--- src/hdl/rtcc_pkg.sv ---
`timescale 1ns / 1ps
`default_nettype none

package rtcc_pkg;

  // One input request: a one-second tick or a full load of time and date.
  typedef struct packed {
    logic        kind;
    logic        load_hour_tens;
    logic [3:0]  load_hour_units;
    logic [2:0]  load_minute_tens;
    logic [3:0]  load_minute_units;
    logic [2:0]  load_second_tens;
    logic [3:0]  load_second_units;
    logic        load_pm;
    logic [4:0]  load_day;
    logic [3:0]  load_month;
    logic [13:0] load_year;
    logic [2:0]  load_weekday;
  } in_t;

  // One result: the time and date after the request.
  typedef struct packed {
    logic        hour_tens;
    logic [3:0]  hour_units;
    logic [2:0]  minute_tens;
    logic [3:0]  minute_units;
    logic [2:0]  second_tens;
    logic [3:0]  second_units;
    logic        is_pm;
    logic [2:0]  weekday;
    logic [4:0]  day_of_month;
    logic [3:0]  month;
    logic [13:0] year;
  } out_t;

  // What every cell of the chain sees in a cycle.
  typedef struct packed {
    logic load;
    logic adv;
  } step_t;

  localparam int unsigned NUM_DIGITS = 4;
  localparam int unsigned DIGIT_W    = 4;

  // Chain order: second units, second tens, minute units, minute tens.
  localparam logic [DIGIT_W-1:0] DIGIT_LIMIT [NUM_DIGITS] = '{4'd9, 4'd5, 4'd9, 4'd5};
  localparam logic [DIGIT_W-1:0] DIGIT_RST   [NUM_DIGITS] = '{4'd0, 4'd0, 4'd0, 4'd0};

  localparam logic       HOUR_TENS_RST  = 1'b1;
  localparam logic [3:0] HOUR_UNITS_RST = 4'd2;
  localparam logic       PM_RST         = 1'b0;
  localparam logic [4:0] DAY_RST        = 5'd1;
  localparam logic [3:0] MONTH_RST      = 4'd1;
  localparam logic [13:0] YEAR_RST      = 14'd2000;
  localparam logic [2:0] WEEKDAY_RST    = 3'd6;

  localparam logic [3:0] MONTH_FEB = 4'd2;
  localparam logic [3:0] MONTH_APR = 4'd4;
  localparam logic [3:0] MONTH_JUN = 4'd6;
  localparam logic [3:0] MONTH_SEP = 4'd9;
  localparam logic [3:0] MONTH_NOV = 4'd11;
  localparam logic [3:0] MONTH_DEC = 4'd12;

  localparam logic [13:0] YEAR_MAX    = 14'd9999;
  localparam logic [2:0]  WEEKDAY_MAX = 3'd6;

endpackage

`default_nettype wire

--- src/hdl/rtcc_digit_cell.sv ---
`timescale 1ns / 1ps
`default_nettype none

module rtcc_digit_cell (
  input  wire logic                         clk,
  input  wire logic                         rst_n,
  input  wire logic [rtcc_pkg::DIGIT_W-1:0] rst_val,
  input  wire logic [rtcc_pkg::DIGIT_W-1:0] limit,
  input  wire rtcc_pkg::step_t              step_i,
  input  wire logic [rtcc_pkg::DIGIT_W-1:0] load_val,
  output logic      [rtcc_pkg::DIGIT_W-1:0] digit_o,
  output logic      [rtcc_pkg::DIGIT_W-1:0] digit_nxt_o,
  output logic                              carry_o
);
  import rtcc_pkg::*;

  logic [DIGIT_W-1:0] digit_r;
  logic [DIGIT_W-1:0] digit_nxt;
  logic               at_limit;

  // A digit at or beyond its limit wraps to zero and passes the carry on.
  assign at_limit = (digit_r >= limit);
  assign carry_o  = step_i.adv && at_limit;

  always_comb begin
    digit_nxt = digit_r;
    if (step_i.load) begin
      digit_nxt = load_val;
    end else if (step_i.adv) begin
      digit_nxt = at_limit ? '0 : DIGIT_W'(digit_r + 1'b1);
    end
  end

  always_ff @(posedge clk) begin
    if (!rst_n) begin
      digit_r <= rst_val;
    end else begin
      digit_r <= digit_nxt;
    end
  end

  assign digit_o     = digit_r;
  assign digit_nxt_o = digit_nxt;

endmodule

`default_nettype wire

--- src/hdl/rtcc_hour_cell.sv ---
`timescale 1ns / 1ps
`default_nettype none

module rtcc_hour_cell (
  input  wire logic            clk,
  input  wire logic            rst_n,
  input  wire rtcc_pkg::step_t step_i,
  input  wire logic            load_tens,
  input  wire logic [3:0]      load_units,
  input  wire logic            load_pm,
  output logic                 tens_o,
  output logic      [3:0]      units_o,
  output logic                 pm_o,
  output logic                 tens_nxt_o,
  output logic      [3:0]      units_nxt_o,
  output logic                 pm_nxt_o,
  output logic                 day_carry_o
);
  import rtcc_pkg::*;

  logic       tens_r, tens_nxt;
  logic [3:0] units_r, units_nxt;
  logic       pm_r, pm_nxt;

  always_comb begin
    tens_nxt    = tens_r;
    units_nxt   = units_r;
    pm_nxt      = pm_r;
    day_carry_o = 1'b0;
    if (step_i.load) begin
      tens_nxt  = load_tens;
      units_nxt = load_units;
      pm_nxt    = load_pm;
    end else if (step_i.adv) begin
      if (tens_r) begin
        if (units_r == 4'd1) begin
          // Eleven to twelve: flip AM/PM, and midnight starts a new day.
          units_nxt   = 4'd2;
          pm_nxt      = !pm_r;
          day_carry_o = pm_r;
        end else if (units_r >= 4'd2) begin
          tens_nxt  = 1'b0;
          units_nxt = 4'd1;
        end else begin
          units_nxt = 4'(units_r + 4'd1);
        end
      end else begin
        if (units_r >= 4'd9) begin
          units_nxt = 4'd0;
          tens_nxt  = 1'b1;
        end else begin
          units_nxt = 4'(units_r + 4'd1);
        end
      end
    end
  end

  always_ff @(posedge clk) begin
    if (!rst_n) begin
      tens_r  <= HOUR_TENS_RST;
      units_r <= HOUR_UNITS_RST;
      pm_r    <= PM_RST;
    end else begin
      tens_r  <= tens_nxt;
      units_r <= units_nxt;
      pm_r    <= pm_nxt;
    end
  end

  assign tens_o      = tens_r;
  assign units_o     = units_r;
  assign pm_o        = pm_r;
  assign tens_nxt_o  = tens_nxt;
  assign units_nxt_o = units_nxt;
  assign pm_nxt_o    = pm_nxt;

endmodule

`default_nettype wire

--- src/hdl/rtcc_date_cell.sv ---
`timescale 1ns / 1ps
`default_nettype none

module rtcc_date_cell (
  input  wire logic            clk,
  input  wire logic            rst_n,
  input  wire rtcc_pkg::step_t step_i,
  input  wire logic [4:0]      load_day,
  input  wire logic [3:0]      load_month,
  input  wire logic [13:0]     load_year,
  input  wire logic [2:0]      load_weekday,
  output logic      [4:0]      day_nxt_o,
  output logic      [3:0]      month_nxt_o,
  output logic      [13:0]     year_nxt_o,
  output logic      [2:0]      weekday_nxt_o,
  output logic      [13:0]     year_o
);
  import rtcc_pkg::*;

  logic [4:0]  day_r, day_nxt;
  logic [3:0]  month_r, month_nxt;
  logic [13:0] year_r, year_nxt;
  logic [2:0]  weekday_r, weekday_nxt;

  logic [26:0] quot_prod;
  logic [7:0]  cent;
  logic [14:0] cent_x100;
  logic        div100;
  logic        leap;
  logic [4:0]  month_len;

  // Year / 100 by reciprocal: 5243 / 2^19 is exact over the 14-bit range.
  assign quot_prod = 27'(year_r) * 27'd5243;
  assign cent      = quot_prod[26:19];
  assign cent_x100 = 15'({cent, 6'b0}) + 15'({cent, 5'b0}) + 15'({cent, 2'b0});
  assign div100    = (cent_x100 == {1'b0, year_r});
  // Leap when divisible by 4 and not by 100, or by 400.
  assign leap      = (year_r[1:0] == 2'b00) && (!div100 || (cent[1:0] == 2'b00));

  always_comb begin
    unique case (month_r)
      MONTH_APR, MONTH_JUN, MONTH_SEP, MONTH_NOV: month_len = 5'd30;
      MONTH_FEB:                                  month_len = leap ? 5'd29 : 5'd28;
      default:                                    month_len = 5'd31;
    endcase
  end

  always_comb begin
    day_nxt     = day_r;
    month_nxt   = month_r;
    year_nxt    = year_r;
    weekday_nxt = weekday_r;
    if (step_i.load) begin
      day_nxt     = load_day;
      month_nxt   = load_month;
      year_nxt    = load_year;
      weekday_nxt = load_weekday;
    end else if (step_i.adv) begin
      if (day_r >= month_len) begin
        day_nxt = 5'd1;
        if (month_r >= MONTH_DEC) begin
          month_nxt = 4'd1;
          year_nxt  = (year_r >= YEAR_MAX) ? '0 : 14'(year_r + 14'd1);
        end else begin
          month_nxt = 4'(month_r + 4'd1);
        end
      end else begin
        day_nxt = 5'(day_r + 5'd1);
      end
      weekday_nxt = (weekday_r >= WEEKDAY_MAX) ? '0 : 3'(weekday_r + 3'd1);
    end
  end

  always_ff @(posedge clk) begin
    if (!rst_n) begin
      day_r     <= DAY_RST;
      month_r   <= MONTH_RST;
      year_r    <= YEAR_RST;
      weekday_r <= WEEKDAY_RST;
    end else begin
      day_r     <= day_nxt;
      month_r   <= month_nxt;
      year_r    <= year_nxt;
      weekday_r <= weekday_nxt;
    end
  end

  assign day_nxt_o     = day_nxt;
  assign month_nxt_o   = month_nxt;
  assign year_nxt_o    = year_nxt;
  assign weekday_nxt_o = weekday_nxt;
  assign year_o        = year_r;

endmodule

`default_nettype wire

--- src/hdl/bcd_clock_calendar_12h.sv ---
`timescale 1ns / 1ps
`default_nettype none

// Channel   Direction  Handshake             Payload
// in_       input      in_valid / in_ready   rtcc_pkg::in_t  (tick or load request)
// out_      output     out_valid / out_ready rtcc_pkg::out_t (time and date after it)
//
// Every request produces exactly one result, registered in the cycle after acceptance.
// A request is taken whenever the result register is empty or draining: one per cycle.
// The whole tick carry, from the seconds digit through to the year, settles in the same cycle;
// the slowest path is the leap-year test, one constant multiply plus a compare.
// Synchronous active-low reset sets 12:00:00 AM, Saturday 1 January 2000 and empties the output.
// A stalled output holds its result; requests wait until it is taken.

module bcd_clock_calendar_12h (
  input  wire logic           clk,
  input  wire logic           rst_n,
  input  wire logic           in_valid,
  output logic                in_ready,
  input  wire rtcc_pkg::in_t  in_data,
  output logic                out_valid,
  input  wire logic           out_ready,
  output rtcc_pkg::out_t      out_data
);
  import rtcc_pkg::*;

  logic               accept;
  logic               is_load;
  logic               is_tick;

  // Carry chain through the four minute and second digit cells.
  logic [NUM_DIGITS:0]  carry;
  logic [DIGIT_W-1:0]   digit     [NUM_DIGITS];
  logic [DIGIT_W-1:0]   digit_nxt [NUM_DIGITS];
  logic [DIGIT_W-1:0]   load_val  [NUM_DIGITS];

  logic        hour_tens, hour_tens_nxt;
  logic [3:0]  hour_units, hour_units_nxt;
  logic        pm, pm_nxt;
  logic        day_carry;

  logic [4:0]  day_nxt;
  logic [3:0]  month_nxt;
  logic [13:0] year_nxt;
  logic [2:0]  weekday_nxt;
  logic [13:0] year_cur;

  out_t        out_r, out_nxt;
  logic        out_valid_r, out_valid_nxt;

  // The result register decouples the two sides: a new request may enter while the
  // previous result is leaving in the same cycle.
  assign in_ready = !out_valid_r || out_ready;
  assign accept   = in_valid && in_ready;
  assign is_load  = accept && in_data.kind;
  assign is_tick  = accept && !in_data.kind;

  assign load_val[0] = in_data.load_second_units;
  assign load_val[1] = {1'b0, in_data.load_second_tens};
  assign load_val[2] = in_data.load_minute_units;
  assign load_val[3] = {1'b0, in_data.load_minute_tens};

  assign carry[0] = is_tick;

  for (genvar i = 0; i < NUM_DIGITS; i++) begin : g_digit
    rtcc_digit_cell u_cell (
      .clk         (clk),
      .rst_n       (rst_n),
      .rst_val     (DIGIT_RST[i]),
      .limit       (DIGIT_LIMIT[i]),
      .step_i      ('{load: is_load, adv: carry[i]}),
      .load_val    (load_val[i]),
      .digit_o     (digit[i]),
      .digit_nxt_o (digit_nxt[i]),
      .carry_o     (carry[i+1])
    );
  end

  // The hour cell takes the carry out of the minute tens digit.
  rtcc_hour_cell u_hour (
    .clk         (clk),
    .rst_n       (rst_n),
    .step_i      ('{load: is_load, adv: carry[NUM_DIGITS]}),
    .load_tens   (in_data.load_hour_tens),
    .load_units  (in_data.load_hour_units),
    .load_pm     (in_data.load_pm),
    .tens_o      (hour_tens),
    .units_o     (hour_units),
    .pm_o        (pm),
    .tens_nxt_o  (hour_tens_nxt),
    .units_nxt_o (hour_units_nxt),
    .pm_nxt_o    (pm_nxt),
    .day_carry_o (day_carry)
  );

  // The calendar cell advances on the midnight carry from the hour cell.
  rtcc_date_cell u_date (
    .clk           (clk),
    .rst_n         (rst_n),
    .step_i        ('{load: is_load, adv: day_carry}),
    .load_day      (in_data.load_day),
    .load_month    (in_data.load_month),
    .load_year     (in_data.load_year),
    .load_weekday  (in_data.load_weekday),
    .day_nxt_o     (day_nxt),
    .month_nxt_o   (month_nxt),
    .year_nxt_o    (year_nxt),
    .weekday_nxt_o (weekday_nxt),
    .year_o        (year_cur)
  );

  // The result is the state as it stands after the request.
  always_comb begin
    out_nxt = out_r;
    if (accept) begin
      out_nxt.hour_tens    = hour_tens_nxt;
      out_nxt.hour_units   = hour_units_nxt;
      out_nxt.minute_tens  = digit_nxt[3][2:0];
      out_nxt.minute_units = digit_nxt[2];
      out_nxt.second_tens  = digit_nxt[1][2:0];
      out_nxt.second_units = digit_nxt[0];
      out_nxt.is_pm        = pm_nxt;
      out_nxt.weekday      = weekday_nxt;
      out_nxt.day_of_month = day_nxt;
      out_nxt.month        = month_nxt;
      out_nxt.year         = year_nxt;
    end
  end

  always_comb begin
    if (accept) begin
      out_valid_nxt = 1'b1;
    end else if (out_ready) begin
      out_valid_nxt = 1'b0;
    end else begin
      out_valid_nxt = out_valid_r;
    end
  end

  always_ff @(posedge clk) begin
    if (!rst_n) begin
      out_valid_r <= 1'b0;
    end else begin
      out_valid_r <= out_valid_nxt;
    end
  end

  always_ff @(posedge clk) begin
    out_r <= out_nxt;
  end

  assign out_valid = out_valid_r;
  assign out_data  = out_r;

`ifndef SYNTHESIS
  // Every accepted request leaves a result in the register on the next cycle.
  a_result_follows: assert property (@(posedge clk) disable iff (!rst_n)
    accept |=> out_valid)
    else $error("accepted request produced no result");

  // A load is reflected verbatim in the result: the seconds units digit and the year are checked.
  a_load_seconds: assert property (@(posedge clk) disable iff (!rst_n)
    is_load |=> (out_data.second_units == $past(in_data.load_second_units))
                && (out_data.year == $past(in_data.load_year)))
    else $error("loaded value not returned");

  // A tick without a seconds carry only steps the seconds units digit.
  a_tick_step: assert property (@(posedge clk) disable iff (!rst_n)
    (is_tick && (digit[0] < DIGIT_LIMIT[0]))
      |=> (out_data.second_units == 4'($past(digit[0]) + 4'd1)))
    else $error("seconds units digit did not step");

  // The year moves on a tick only through the midnight carry.
  a_year_hold: assert property (@(posedge clk) disable iff (!rst_n)
    (is_tick && !day_carry) |=> $stable(year_cur))
    else $error("year changed without a day carry");

  // A waiting result always shows the time held in the cells.
  a_result_is_state: assert property (@(posedge clk) disable iff (!rst_n)
    out_valid |-> (out_data.hour_tens == hour_tens) && (out_data.hour_units == hour_units)
                  && (out_data.is_pm == pm)
                  && ({1'b0, out_data.minute_tens} == digit[3])
                  && (out_data.minute_units == digit[2])
                  && ({1'b0, out_data.second_tens} == digit[1])
                  && (out_data.second_units == digit[0])
                  && (out_data.year == year_cur))
    else $error("result register differs from the clock state");
`endif

endmodule

`default_nettype wire
--- config.mk ---
export PLATFORM = sky130hd
export DESIGN_NAME = bcd_clock_calendar_12h
export DESIGN_NICKNAME = d
export VERILOG_FILES = /design/src/hdl/rtcc_pkg.sv /design/src/hdl/rtcc_digit_cell.sv /design/src/hdl/rtcc_hour_cell.sv /design/src/hdl/rtcc_date_cell.sv /design/src/hdl/bcd_clock_calendar_12h.sv
export SDC_FILE = /design/constraint.sdc
export NUM_CORES = 1
export LEC_CHECK = 0
export BUFFER_PORTS_ARGS = -buffer_cell sky130_fd_sc_hd__buf_4
export CORE_MARGIN = 2
export CORE_UTILIZATION = 61
export DETAILED_ROUTE_END_ITERATION = 10
export PLACE_DENSITY = 0.84
export RECOVER_POWER = 100
export SLEW_MARGIN = 10
export SYNTH_ARGS = -nofsm -noshare
export SYNTH_HDL_FRONTEND = slang
export SYNTH_SLANG_ARGS = --single-unit
--- constraint.sdc ---
create_clock -name clk -period 22.3 [get_ports clk]
set_clock_uncertainty 0.05 [all_clocks]
set_input_delay 2.23 -clock clk [delete_from_list [all_inputs] [get_ports clk]]
set_output_delay 2.23 -clock clk [all_outputs]
set_load 0.05 [all_outputs]
==> impl_results.md, run 1 <==
- Status: finished, violations left
- Failing checks: capacitance limit, slew limit
- Nets@finish: between 1000 and 1500
- Hold buffer count at CTS: 0
- Synth Flop Type: dfxtp_1
- Fmax: about 92 MHz
- Layout cells sized above 1: 0.0760
- H-tree level count: 3
- Buffer count from post-CTS setup fixing: 0
- Clock tree sinks: 95
- Largest net degree at the start of global routing: 47
- All-Layer GR Usage: 0.279
- Worst path slowest cell: dfxtp_1
- Crit path DAT: 11.08 ns
- Area grow syn2layout: 11.3%
- Cells after Synth: 943
- Port Buffers: 98
- Compound-Gate Fraction of Synth Area: 0.117
- NetSw: between 0.6 and 0.7 mW
- Hold_ws: 0.429 ns
- Post-synth net total: 1213
- Wirelength, routed: 21300 µm
- Multi-input combinational cell area: ~6000 µm²
- Num ports: between 90 and 100
- ANT nets after route: 0
- Vias/cell: approximately 5.8
- Die H: between 100 and 150 µm
- DR iter-0 viols: 478
- Unrepaired setup endpoints after global routing: false
- Commonest non-fill, non-tap cells in the layout: inv_1, ha_1, fa_1, nand2_1, clkbuf_1
- Site row count: 44
- Setup ws final: between 10 and 15 ns
- Worst Tran Pin Value: 2.26 ns
- Total gr overflow: 0
- Number of diodes: 0
- Vias in the first global route: 7412
- Pleak: roughly 4.7 nW
- Yosys warns: 0
- Setup violations, final: 0
- Pre-CTS setup slack: 11.95 ns
- Skew-Pair Late Insertion Delay: 0.35 ns
- Crit path max fanout: 14
- Reg area: 2360 µm²
- Crit. End Element: register
- Maximum capacitance violations: 2
- Starting density of the core: 0.623
- Largest family of logic cells by synthesized area: adder cells
- Inserted Clock Buffers: 9
- Post-Synth Adder-Cell Area: 0.359
- Fill cells: 1156
- Avg Inst Size Synth: 9.60 µm²
- Worst path max stage delay: 0.76 ns
- CP Class: register to register
- Final GP Congestion: 0.923
- DR vias: 7134
- Sw Share: 0.473
- Setup TNS: 0 ns
- Final count of hold timing violations: 0
- Core footprint: approximately 15000 µm²
- Synth unique cells: between 60 and 70
- CTS tree: done
- Sequential power share: 0.150
- Combinational power share: 0.721
- Pre-antenna DRT Iters: 9
- Yosys reg bits: between 90 and 100
- Mux share of post-synthesis cell area: 0.00940
- CTS clk-pin slew, worst paths: 0.07 ns
- Post-DP HPWL: 16500 µm
- Die width: 126 µm
- Worst EP required: 22.49 ns
- Final Cycle Share: 0.488
- Tightest Hold Check Type: register to register
- Fraction of registers with async set/reset: 0
- Post-synth EDFFs: between 40 and 50
- Worst slew margin relative to its limit: -0.508
- Initial antenna violation count: 0
- Clock power frac: 0.128
- Clock Tree Root: clkbuf_16
- Placed cell count: 1207
- Die Footprint: about 16000 µm²
- Mapped Area: about 9100 µm²
- Power Dens Cells: approximately 140 nW/µm²
- Pins over their slew limit: 78
- Drt drc: 0
- Synthesized-area fraction occupied by xor and xnor cells: 0.0286
- Resize count post-CTS: 0
- P_int: 0.735 mW
- Per-cell routed wire length: 17.4 µm
- First-pass GRT wire length: 35500 µm
- CP startpoint kind: register
- Minimum clock period: between 10 and 15 ns
- Worst vdd ir: about 0.24 mV
- Sequential cell area fraction in the yosys report: 0.261
- Synth Area in Simple Gates: 0.151
- Fin cells: 1223
- Clock buffer depth: 2
-- registers in the layout, summed over array words and instances (netlist names) --
name	cells
out_data	46
g_digit.u_cell.digit_o	16
u_date.year_o	14
u_date.day_r	5
u_date.month_r	4
u_hour.units_o	4
u_date.weekday_r	3
out_valid	1
u_hour.pm_o	1
u_hour.tens_o	1
-- per-layer routing --
metal  global-route usage  share of wire
met1                0.360           0.42
met2                0.458           0.48
met3               0.0641          0.065
met4                0.109          0.034
met5                    0              0
-- final timing paths --
| check | start | end | slack (ns) | depth (start not counted) |
|---|---|---|---|---|
| max reg2reg | u_date.year_o[11] | u_date.year_o[7] | 11.41 | 37 |
| max | u_date.year_o[11] | u_date.year_o[7] | 11.41 | 37 |
| min reg2reg | g_digit[1].u_cell.digit_o[3] | g_digit[1].u_cell.digit_o[3] | 0.43 | 2 |
| min | g_digit[1].u_cell.digit_o[3] | g_digit[1].u_cell.digit_o[3] | 0.43 | 2 |
-- cell type report --
cell class,instances,area share
timing repair buffer,101,0.0566
multi-input combinational,675,0.595
sequential,95,0.234
clock inverter,6,0.0114
tap,184,0.0228
clock buffer,10,0.0227
inverter,152,0.0566
-- power by group through the flow --
stage / sequential [mW] / clock [mW] / combinational, mW
after floorplan: 0.232 / 0 / 0.743
after global placement: 0.213 / 0 / 0.955
after detailed placement: 0.213 / 0 / 1.00
after CTS: 0.210 / 0.180 / 1.01
after global routing: 0.211 / 0.188 / 1.15
final: 0.210 / 0.179 / 1.01
-- Yosys cell counts (9+ instances only) --
cell / count / area share
a21oi_1: 30 / 0.017
a31oi_1: 14 / 0.0097
and2_1: 37 / 0.026
and3_1: 15 / 0.010
clkbuf_1: 13 / 0.0054
dfxtp_1: 49 / 0.11
edfxtp_1: 46 / 0.15
fa_1: 68 / 0.15
ha_1: 151 / 0.21
inv_1: 151 / 0.063
nand2_1: 62 / 0.026
nand2b_1: 13 / 0.0090
nand3_1: 30 / 0.017
nand4_1: 9 / 0.0062
nor2_1: 39 / 0.016
nor3_1: 16 / 0.0088
o21a_1: 10 / 0.0083
o21ai_0: 42 / 0.023
xnor2_1: 22 / 0.021
-- stage by stage --
step | util | total power, mW | area [µm²]
2_1_floorplan | - | 0.975 | 9050
3_3_place_gp | 0.684 | 1.17 | 9950
3_5_place_dp | 0.684 | 1.22 | 9950
4_1_cts | 0.708 | 1.40 | 10300
5_1_grt | 0.693 | 1.54 | 10100
6_report | 0.693 | 1.39 | 10100
-- critical path: cells and delay by family (launching register included) --
family                   cells  cell delay [ns]
XOR/XNOR                     1             0.32
flip-flops                   1             0.76
adder cells (fa/ha/maj)      9             3.67
AO/OA/AOI/OAI               11             2.41
buffers and inverters        5             0.26
multiplexers                 1             0.28
AND/OR/NAND/NOR             10             2.98
-- cell families (layout without fill, tap and decap cells) --
kind of cell / after synthesis / count (layout)
AOI/OAI and AO/OA: 162 / 162
xor gates and xnor gates: 28 / 28
adders and majority gates: 219 / 219
buffers and inverters: 173 / 269
DFF: 95 / 95
muxes: 8 / 8
and+or+nand+nor: 258 / 258
(Power assumes the default switching activity.)
==> run 2: changes to the inputs <==
--- a/config.mk
+++ b/config.mk
@@ -7,9 +7,9 @@
 export LEC_CHECK = 0
 export BUFFER_PORTS_ARGS = -buffer_cell sky130_fd_sc_hd__buf_4
 export CORE_MARGIN = 2
-export CORE_UTILIZATION = 61
+export CORE_UTILIZATION = 55
 export DETAILED_ROUTE_END_ITERATION = 10
-export PLACE_DENSITY = 0.84
+export PLACE_DENSITY = 0.8
 export RECOVER_POWER = 100
 export SLEW_MARGIN = 10
 export SYNTH_ARGS = -nofsm -noshare
==> constraint.sdc (replaced) <==
create_clock -name clk -period 9.8 [get_ports clk]
set_clock_uncertainty 0.05 [all_clocks]
set_input_delay 0.98 -clock clk [delete_from_list [all_inputs] [get_ports clk]]
set_output_delay 0.98 -clock clk [all_outputs]
set_load 0.05 [all_outputs]
==> run 2 against run 1 <==
Against the previous run:
- the run still ends with capacitance limit, slew limit left
- flip-flop and latch count is the same
- die area increased by 11%
- routed wire length up 2.1%
- core utilization fell by 4.9 points
- largest cell class unchanged
- via count increased by 0.32%
- sequential power increased by 120%
- first-iteration DRC count down 23%
==> impl_results.md, run 2 (same netlist as run 1, synthesis figures left out) <==
- Worst path max stage delay: 0.60 ns (-0.16 ns)
- Total design power: 3.10 mW (+120%)
- Final GP Congestion: 0.926 (+0.24%)
- RR Endpoint: u_date.year_o[4]
- CP startpoint kind: register
- Nets@finish: 1324 (+1.5%)
- DR vias: 7157 (+0.32%)
- Setup ws final: 0.432 ns (-10.98 ns)
- Most common cell after layout, fill and taps aside: ha_1
- Number of diodes: 0 (unchanged)
- Tightest Hold Check Type: register to register
- Clock Tree Root: clkbuf_16
- Worst hold start: g_digit[1].u_cell.digit_o[3]
- Pre-antenna DRT Iters: 5 (-4)
- Crit. End Element: register
- Worst Tran Pin Value: 2.01 ns (-0.249 ns)
- Clock tree sinks: 95 (unchanged)
- Total gr overflow: 0 (unchanged)
- Clock buffer depth: 2 (unchanged)
- Maximum capacitance violations: 1 (-1)
- Die Footprint: 17500 µm² (+11%)
- Final count of hold timing violations: 0 (unchanged)
- Hold EP: g_digit[1].u_cell.digit_o[3]
- Setup TNS: 0 ns (unchanged)
- CTS tree: done
- Initial antenna violation count: 0 (unchanged)
- Clock power frac: 0.111 (-0.017)
- Drt drc: 0 (unchanged)
- Combinational power share: 0.737 (+0.016)
- Area grow syn2layout: 13.9%
- Per-cell routed wire length: 17.1 µm (-2.1%)
- Core footprint: 16000 µm² (+10%)
- DR iter-0 viols: 366 (-23%)
- Setup violations, final: 0 (unchanged)
- Status: finished, violations left
- NetSw: 1.45 mW (+120%)
- P_int: 1.66 mW (+130%)
- First-pass GRT wire length: 35100 µm (-1.4%)
- Skew-Pair Late Insertion Delay: 0.35 ns (about the same)
- Worst r2r src: u_date.year_o[10]
- Worst slew margin relative to its limit: -0.344 (+0.164)
- Die width: 132 µm (+5.1%)
- Port Buffers: 98 (unchanged)
- Vias/cell: 5.61 (-3.8%)
- Pre-CTS setup slack: -0.0286 ns (-11.98 ns)
- Sw Share: 0.466 (-0.00708)
- Num ports: 99 (unchanged)
- All-Layer GR Usage: 0.251 (-0.0282)
- Inserted Clock Buffers: 9 (unchanged)
- Failing checks: capacitance limit, slew limit
- Wirelength, routed: 21800 µm (+2.1%)
- ANT nets after route: 0 (unchanged)
- Hold buffer count at CTS: 0 (unchanged)
- Minimum clock period: 9.37 ns (-1.52 ns)
- Number of flip-flops in the largest register: 46 (unchanged)
- Commonest non-fill, non-tap cells in the layout: ha_1, inv_1, buf_4, fa_1, nand2_1
- Pins over their slew limit: 51 (-35%)
- Vias in the first global route: 7169 (-3.3%)
- Starting density of the core: 0.566 (-0.0571)
- Site row count: 46 (+4.5%)
- Final Cycle Share: 0.956 (+0.468)
- Fill cells: 1381 (+19%)
- Worst vdd ir: 0.396 mV (+68%)
- Die H: 132 µm (+5.1%)
- Power Dens Cells: 301 nW/µm² (+120%)
- Reg2reg setup slack: 0.43 ns (-10.98 ns)
- R2R depth: 40 (+8.1%)
- Fin cells: 1275 (+4.3%)
- Fmax: 107 MHz (+16%)
- Placed cell count: 1250 (+3.6%)
- Worst EP required: 9.98 ns (-12.51 ns)
- Worst path slowest cell: or4b_2
- CTS clk-pin slew, worst paths: 0.07 ns (about the same)
- Sequential power share: 0.152 (+0.002)
- Pleak: 4.75 nW (+1.9%)
- Post-DP HPWL: 17000 µm (+3.0%)
- H-tree level count: 3 (unchanged)
- Crit path max fanout: 14 (unchanged)
- Hold path cells: 2 (unchanged)
- CP Class: register to register
- Largest net degree at the start of global routing: 51 (+8.5%)
- Layout cells sized above 1: 0.123 (+0.0467)
- Crit path DAT: 9.55 ns (-1.53 ns)
==> run 2: through the flow <==
stage	area, µm²	hold WS (ns)	utilization
6_report	10300	0.429	0.645
5_1_grt	10300	0.482	0.645
4_1_cts	10400	0.423	0.648
3_5_place_dp	10100	0.411	0.629
3_3_place_gp	10100	0.408	0.629
2_1_floorplan	9050	0.393	-
==> run 2: layer usage <==
layer  track usage  up-vias  wire length [µm]
li1              -     3442                 -
met1         0.310     3503              9130
met2         0.436      176             10800
met3        0.0661       36              1410
met4        0.0639        0               448
met5             0        -                 0
==> run 2: what timing repair did <==
| action | 4_1_cts | 5_1_grt |
|---|---|---|
| gates resized for setup | 1 | 29 |
| buffers inserted | 0 | 9 |
| setup endpoints to repair | 6 | 46 |
| pin swaps | 0 | 3 |
==> run 2: final cells by class <==
class	instances	area, µm²	area share
Clock buffer	13	270	0.0262
Sequential cell	95	2390	0.231
Multi-Input combinational cell	675	6050	0.587
Clock inverter	3	25.0	0.00243
Tap cell	216	270	0.0262
Inverter	152	582	0.0564
Timing Repair Buffer	121	728	0.0706
==> run 2: power groups by stage <==
stage / Sequential, mW / Combinational [mW] / Clock [mW]
after floorplan: 0.529 / 1.69 / 0
after global placement: 0.480 / 2.13 / 0
after detailed placement: 0.480 / 2.20 / 0
after CTS: 0.472 / 2.22 / 0.352
after global routing: 0.476 / 2.60 / 0.367
final: 0.472 / 2.28 / 0.345
==> run 2: how the worst max path moves through the flow <==
stage / start / end / slack [ns] / cells after the start
after floorplan: u_date.year_o[11] / out_data[8] / 0.63 / 37
after global placement: u_date.year_o[5] / u_date.year_o[7] / 0.27 / 39
after detailed placement: u_date.year_o[5] / u_date.year_o[7] / -0.03 / 39
after CTS: u_date.year_o[4] / u_date.year_o[7] / 0.03 / 39
after global routing: u_date.year_o[5] / u_date.year_o[7] / -0.09 / 41
final: u_date.year_o[10] / u_date.year_o[4] / 0.43 / 40
==> run 2: critical path: cells and delay by family, from the launching register on <==
family                     cells  cell delay (ns)
buffers and inverters          8             0.80
DFF                            1             0.38
and+or+nand+nor               10             1.98
AOI/OAI and AO/OA             12             2.11
adders and majority gates      9             3.82
xor gates and xnor gates       1             0.10
==> run 3: changes to the inputs <==
--- a/config.mk
+++ b/config.mk
@@ -9,6 +9,7 @@
 export CORE_MARGIN = 2
 export CORE_UTILIZATION = 55
 export DETAILED_ROUTE_END_ITERATION = 10
+export MAX_ROUTING_LAYER = met4
 export PLACE_DENSITY = 0.8
 export RECOVER_POWER = 100
 export SLEW_MARGIN = 10
==> run 3 against run 2 <==
Against the previous run:
- the run still ends with capacitance limit, slew limit left
- routed wire length grew 0.49%
- clock power up 11%
- sequential power about the same
- via count up 0.27%
- first-iteration DRC count rose by 7.4%
- power is 3.6% higher
- fmax fell by 0.50%
- largest power group unchanged
==> impl_results.md, run 3 (same netlist as run 1, synthesis figures left out) <==
- Status: finished, violations left
- Failing checks: capacitance limit, slew limit
- Drt drc: 0 (unchanged)
- Inserted Clock Buffers: 9 (unchanged)
- Vias in the first global route: 7151 (-0.25%)
- All-Layer GR Usage: 0.259 (+0.00789)
- Final GP Congestion: 0.930 (+0.46%)
- Area grow syn2layout: 15.1%
- Port Buffers: 98 (unchanged)
- Skew-Pair Late Insertion Delay: 0.35 ns (about the same)
- Worst path max stage delay: 0.62 ns (+0.02 ns)
- Pre-antenna DRT Iters: 5 (unchanged)
- Tightest Hold Check Type: register to register
- Maximum capacitance violations: 2 (+1)
- DR vias: 7176 (+0.27%)
- Commonest non-fill, non-tap cells in the layout: ha_1, inv_1, buf_4, fa_1, nand2_1
- Worst vdd ir: 0.374 mV (-5.8%)
- Crit path from: u_date.year_o[6]
- Worst slew margin relative to its limit: -0.373 (-0.0287)
- Per-cell routed wire length: 17.1 µm (about the same)
- Die H: 132 µm (unchanged)
- Fin cells: 1280 (+0.39%)
- Clock tree sinks: 95 (unchanged)
- Setup violations, final: 0 (unchanged)
- CTS tree: done
- Worst r2r src: u_date.year_o[6]
- Num ports: 99 (unchanged)
- Power Dens Cells: 308 nW/µm² (+2.5%)
- DR iter-0 viols: 393 (+7.4%)
- Die width: 132 µm (unchanged)
- Placed cell count: 1250 (unchanged)
- Largest net degree at the start of global routing: 51 (unchanged)
- Most common cell after layout, fill and taps aside: ha_1
- Clock Tree Root: clkbuf_16
- Fmax: 106 MHz (-0.50%)
- Nets@finish: 1329 (+0.38%)
- CP startpoint kind: register
- Vias/cell: 5.61 (-0.13%)
- H-tree level count: 3 (unchanged)
- Site row count: 46 (unchanged)
- Crit path DAT: 9.61 ns (+0.06 ns)
- Minimum clock period: 9.41 ns (+0.0467 ns)
- Worst path slowest cell: or4b_2
- Crit path max fanout: 14 (unchanged)
- Worst hold start: g_digit[1].u_cell.digit_o[3]
- Crit. End Element: register
- Pleak: 4.79 nW (+0.82%)
- Core footprint: 16000 µm² (unchanged)
- Worst EP required: 9.99 ns (about the same)
- Setup ws final: 0.386 ns (-0.0467 ns)
- ANT nets after route: 0 (unchanged)
- CP most frequent cell: ha_1
- Initial antenna violation count: 0 (unchanged)
- Total gr overflow: 0 (unchanged)
- First-pass GRT wire length: 35100 µm (+0.23%)
- Worst Tran Pin Value: 2.06 ns (+0.0430 ns)
- Final Cycle Share: 0.961 (+0.00477)
- Number of diodes: 0 (unchanged)
- CTS clk-pin slew, worst paths: 0.07 ns (about the same)
- Wirelength, routed: 21900 µm (+0.49%)
- Starting density of the core: 0.566 (unchanged)
- Final count of hold timing violations: 0 (unchanged)
- Die Footprint: 17500 µm² (unchanged)
- Post-DP HPWL: 17000 µm (-0.14%)
- Pre-CTS setup slack: -0.0162 ns (+0.0124 ns)
- Clock buffer depth: 2 (unchanged)
- Layout cells sized above 1: 0.132 (+0.00882)
- CP Class: register to register
- Number of flip-flops in the largest register: 46 (unchanged)
- Pins over their slew limit: 91 (+78%)
==> run 3: cell types whose count changed in the layout (fill, tap and decap cells not counted), moves of 2 or more <==
| cell | before | now |
|---|---|---|
| a211oi_1 | 6 | 4 |
| a211oi_2 | 3 | 5 |
| buf_4 | 72 | 76 |
| bufinv_16 | 0 | 2 |
| clkbuf_8 | 3 | 0 |
| nor3_1 | 14 | 12 |
| nor3_2 | 3 | 5 |
==> run 3: cell type report <==
| type | count | area, µm² |
|---|---|---|
| multi-input cells | 675 | 6090 |
| inverters | 152 | 586 |
| flip-flops and latches | 95 | 2390 |
| well taps | 216 | 270 |
| repair buffers | 126 | 762 |
| clock buffers | 10 | 229 |
| clock inverters | 6 | 92.6 |
| fillers | 1314 | 5580 |
==> run 3: final timing paths <==
| check | to | depth (start not counted) | slack (ns) |
|---|---|---|---|
| max | u_date.year_o[7] | 40 | 0.39 |
| min | g_digit[1].u_cell.digit_o[3] | 2 | 0.44 |
| max reg2reg | u_date.year_o[7] | 40 | 0.39 |
| min reg2reg | g_digit[1].u_cell.digit_o[3] | 2 | 0.44 |
==> run 3: report_power, final <==
group / total (mW) / leakage [nW] / internal [mW] / switching [mW]
clock network: 0.383 / 0.155 / 0.226 / 0.157
registers: 0.471 / 0.850 / 0.448 / 0.0237
logic: 2.36 / 3.78 / 1.03 / 1.33
total: 3.21 / 4.79 / 1.70 / 1.51
==> run 3: worst max-delay path: cells and delay by family (launching register included) <==
family | cells | cell delay, ns
simple gates | 10 | 1.98
flops | 1 | 0.41
mux | 1 | 0.28
fa+ha+maj | 9 | 3.50
buf+inv | 7 | 0.74
compound gates | 12 | 2.14
xor+xnor | 1 | 0.17
==> run 3: per-stage QoR <==
stage	power, mW	util	TNS (ns)	hold WS (ns)	area (µm²)
floorplan	2.22	-	0	0.393	9050
global placement	2.62	0.629	0	0.408	10100
detailed placement	2.71	0.629	-0.0162	0.419	10100
CTS	3.11	0.650	0	0.433	10400
global route	3.52	0.651	-0.284	0.457	10400
finish	3.21	0.651	0	0.436	10400
==> run 3: what timing repair did <==
item,CTS,global route
hold buffers,0,0
endpoints found under the setup margin,0,46
buffers inserted,0,14
hold endpoints to repair,0,0
resized for setup,0,37
==> run 3: layer usage <==
layer | GRT usage | wire [µm] | up-vias
met2 | 0.429 | 10700 | 190
met4 | 0.0609 | 418 | 0
met3 | 0.0600 | 1220 | 31
met5 | - | 0 | -
li1 | - | - | 3449
met1 | 0.322 | 9560 | 3506
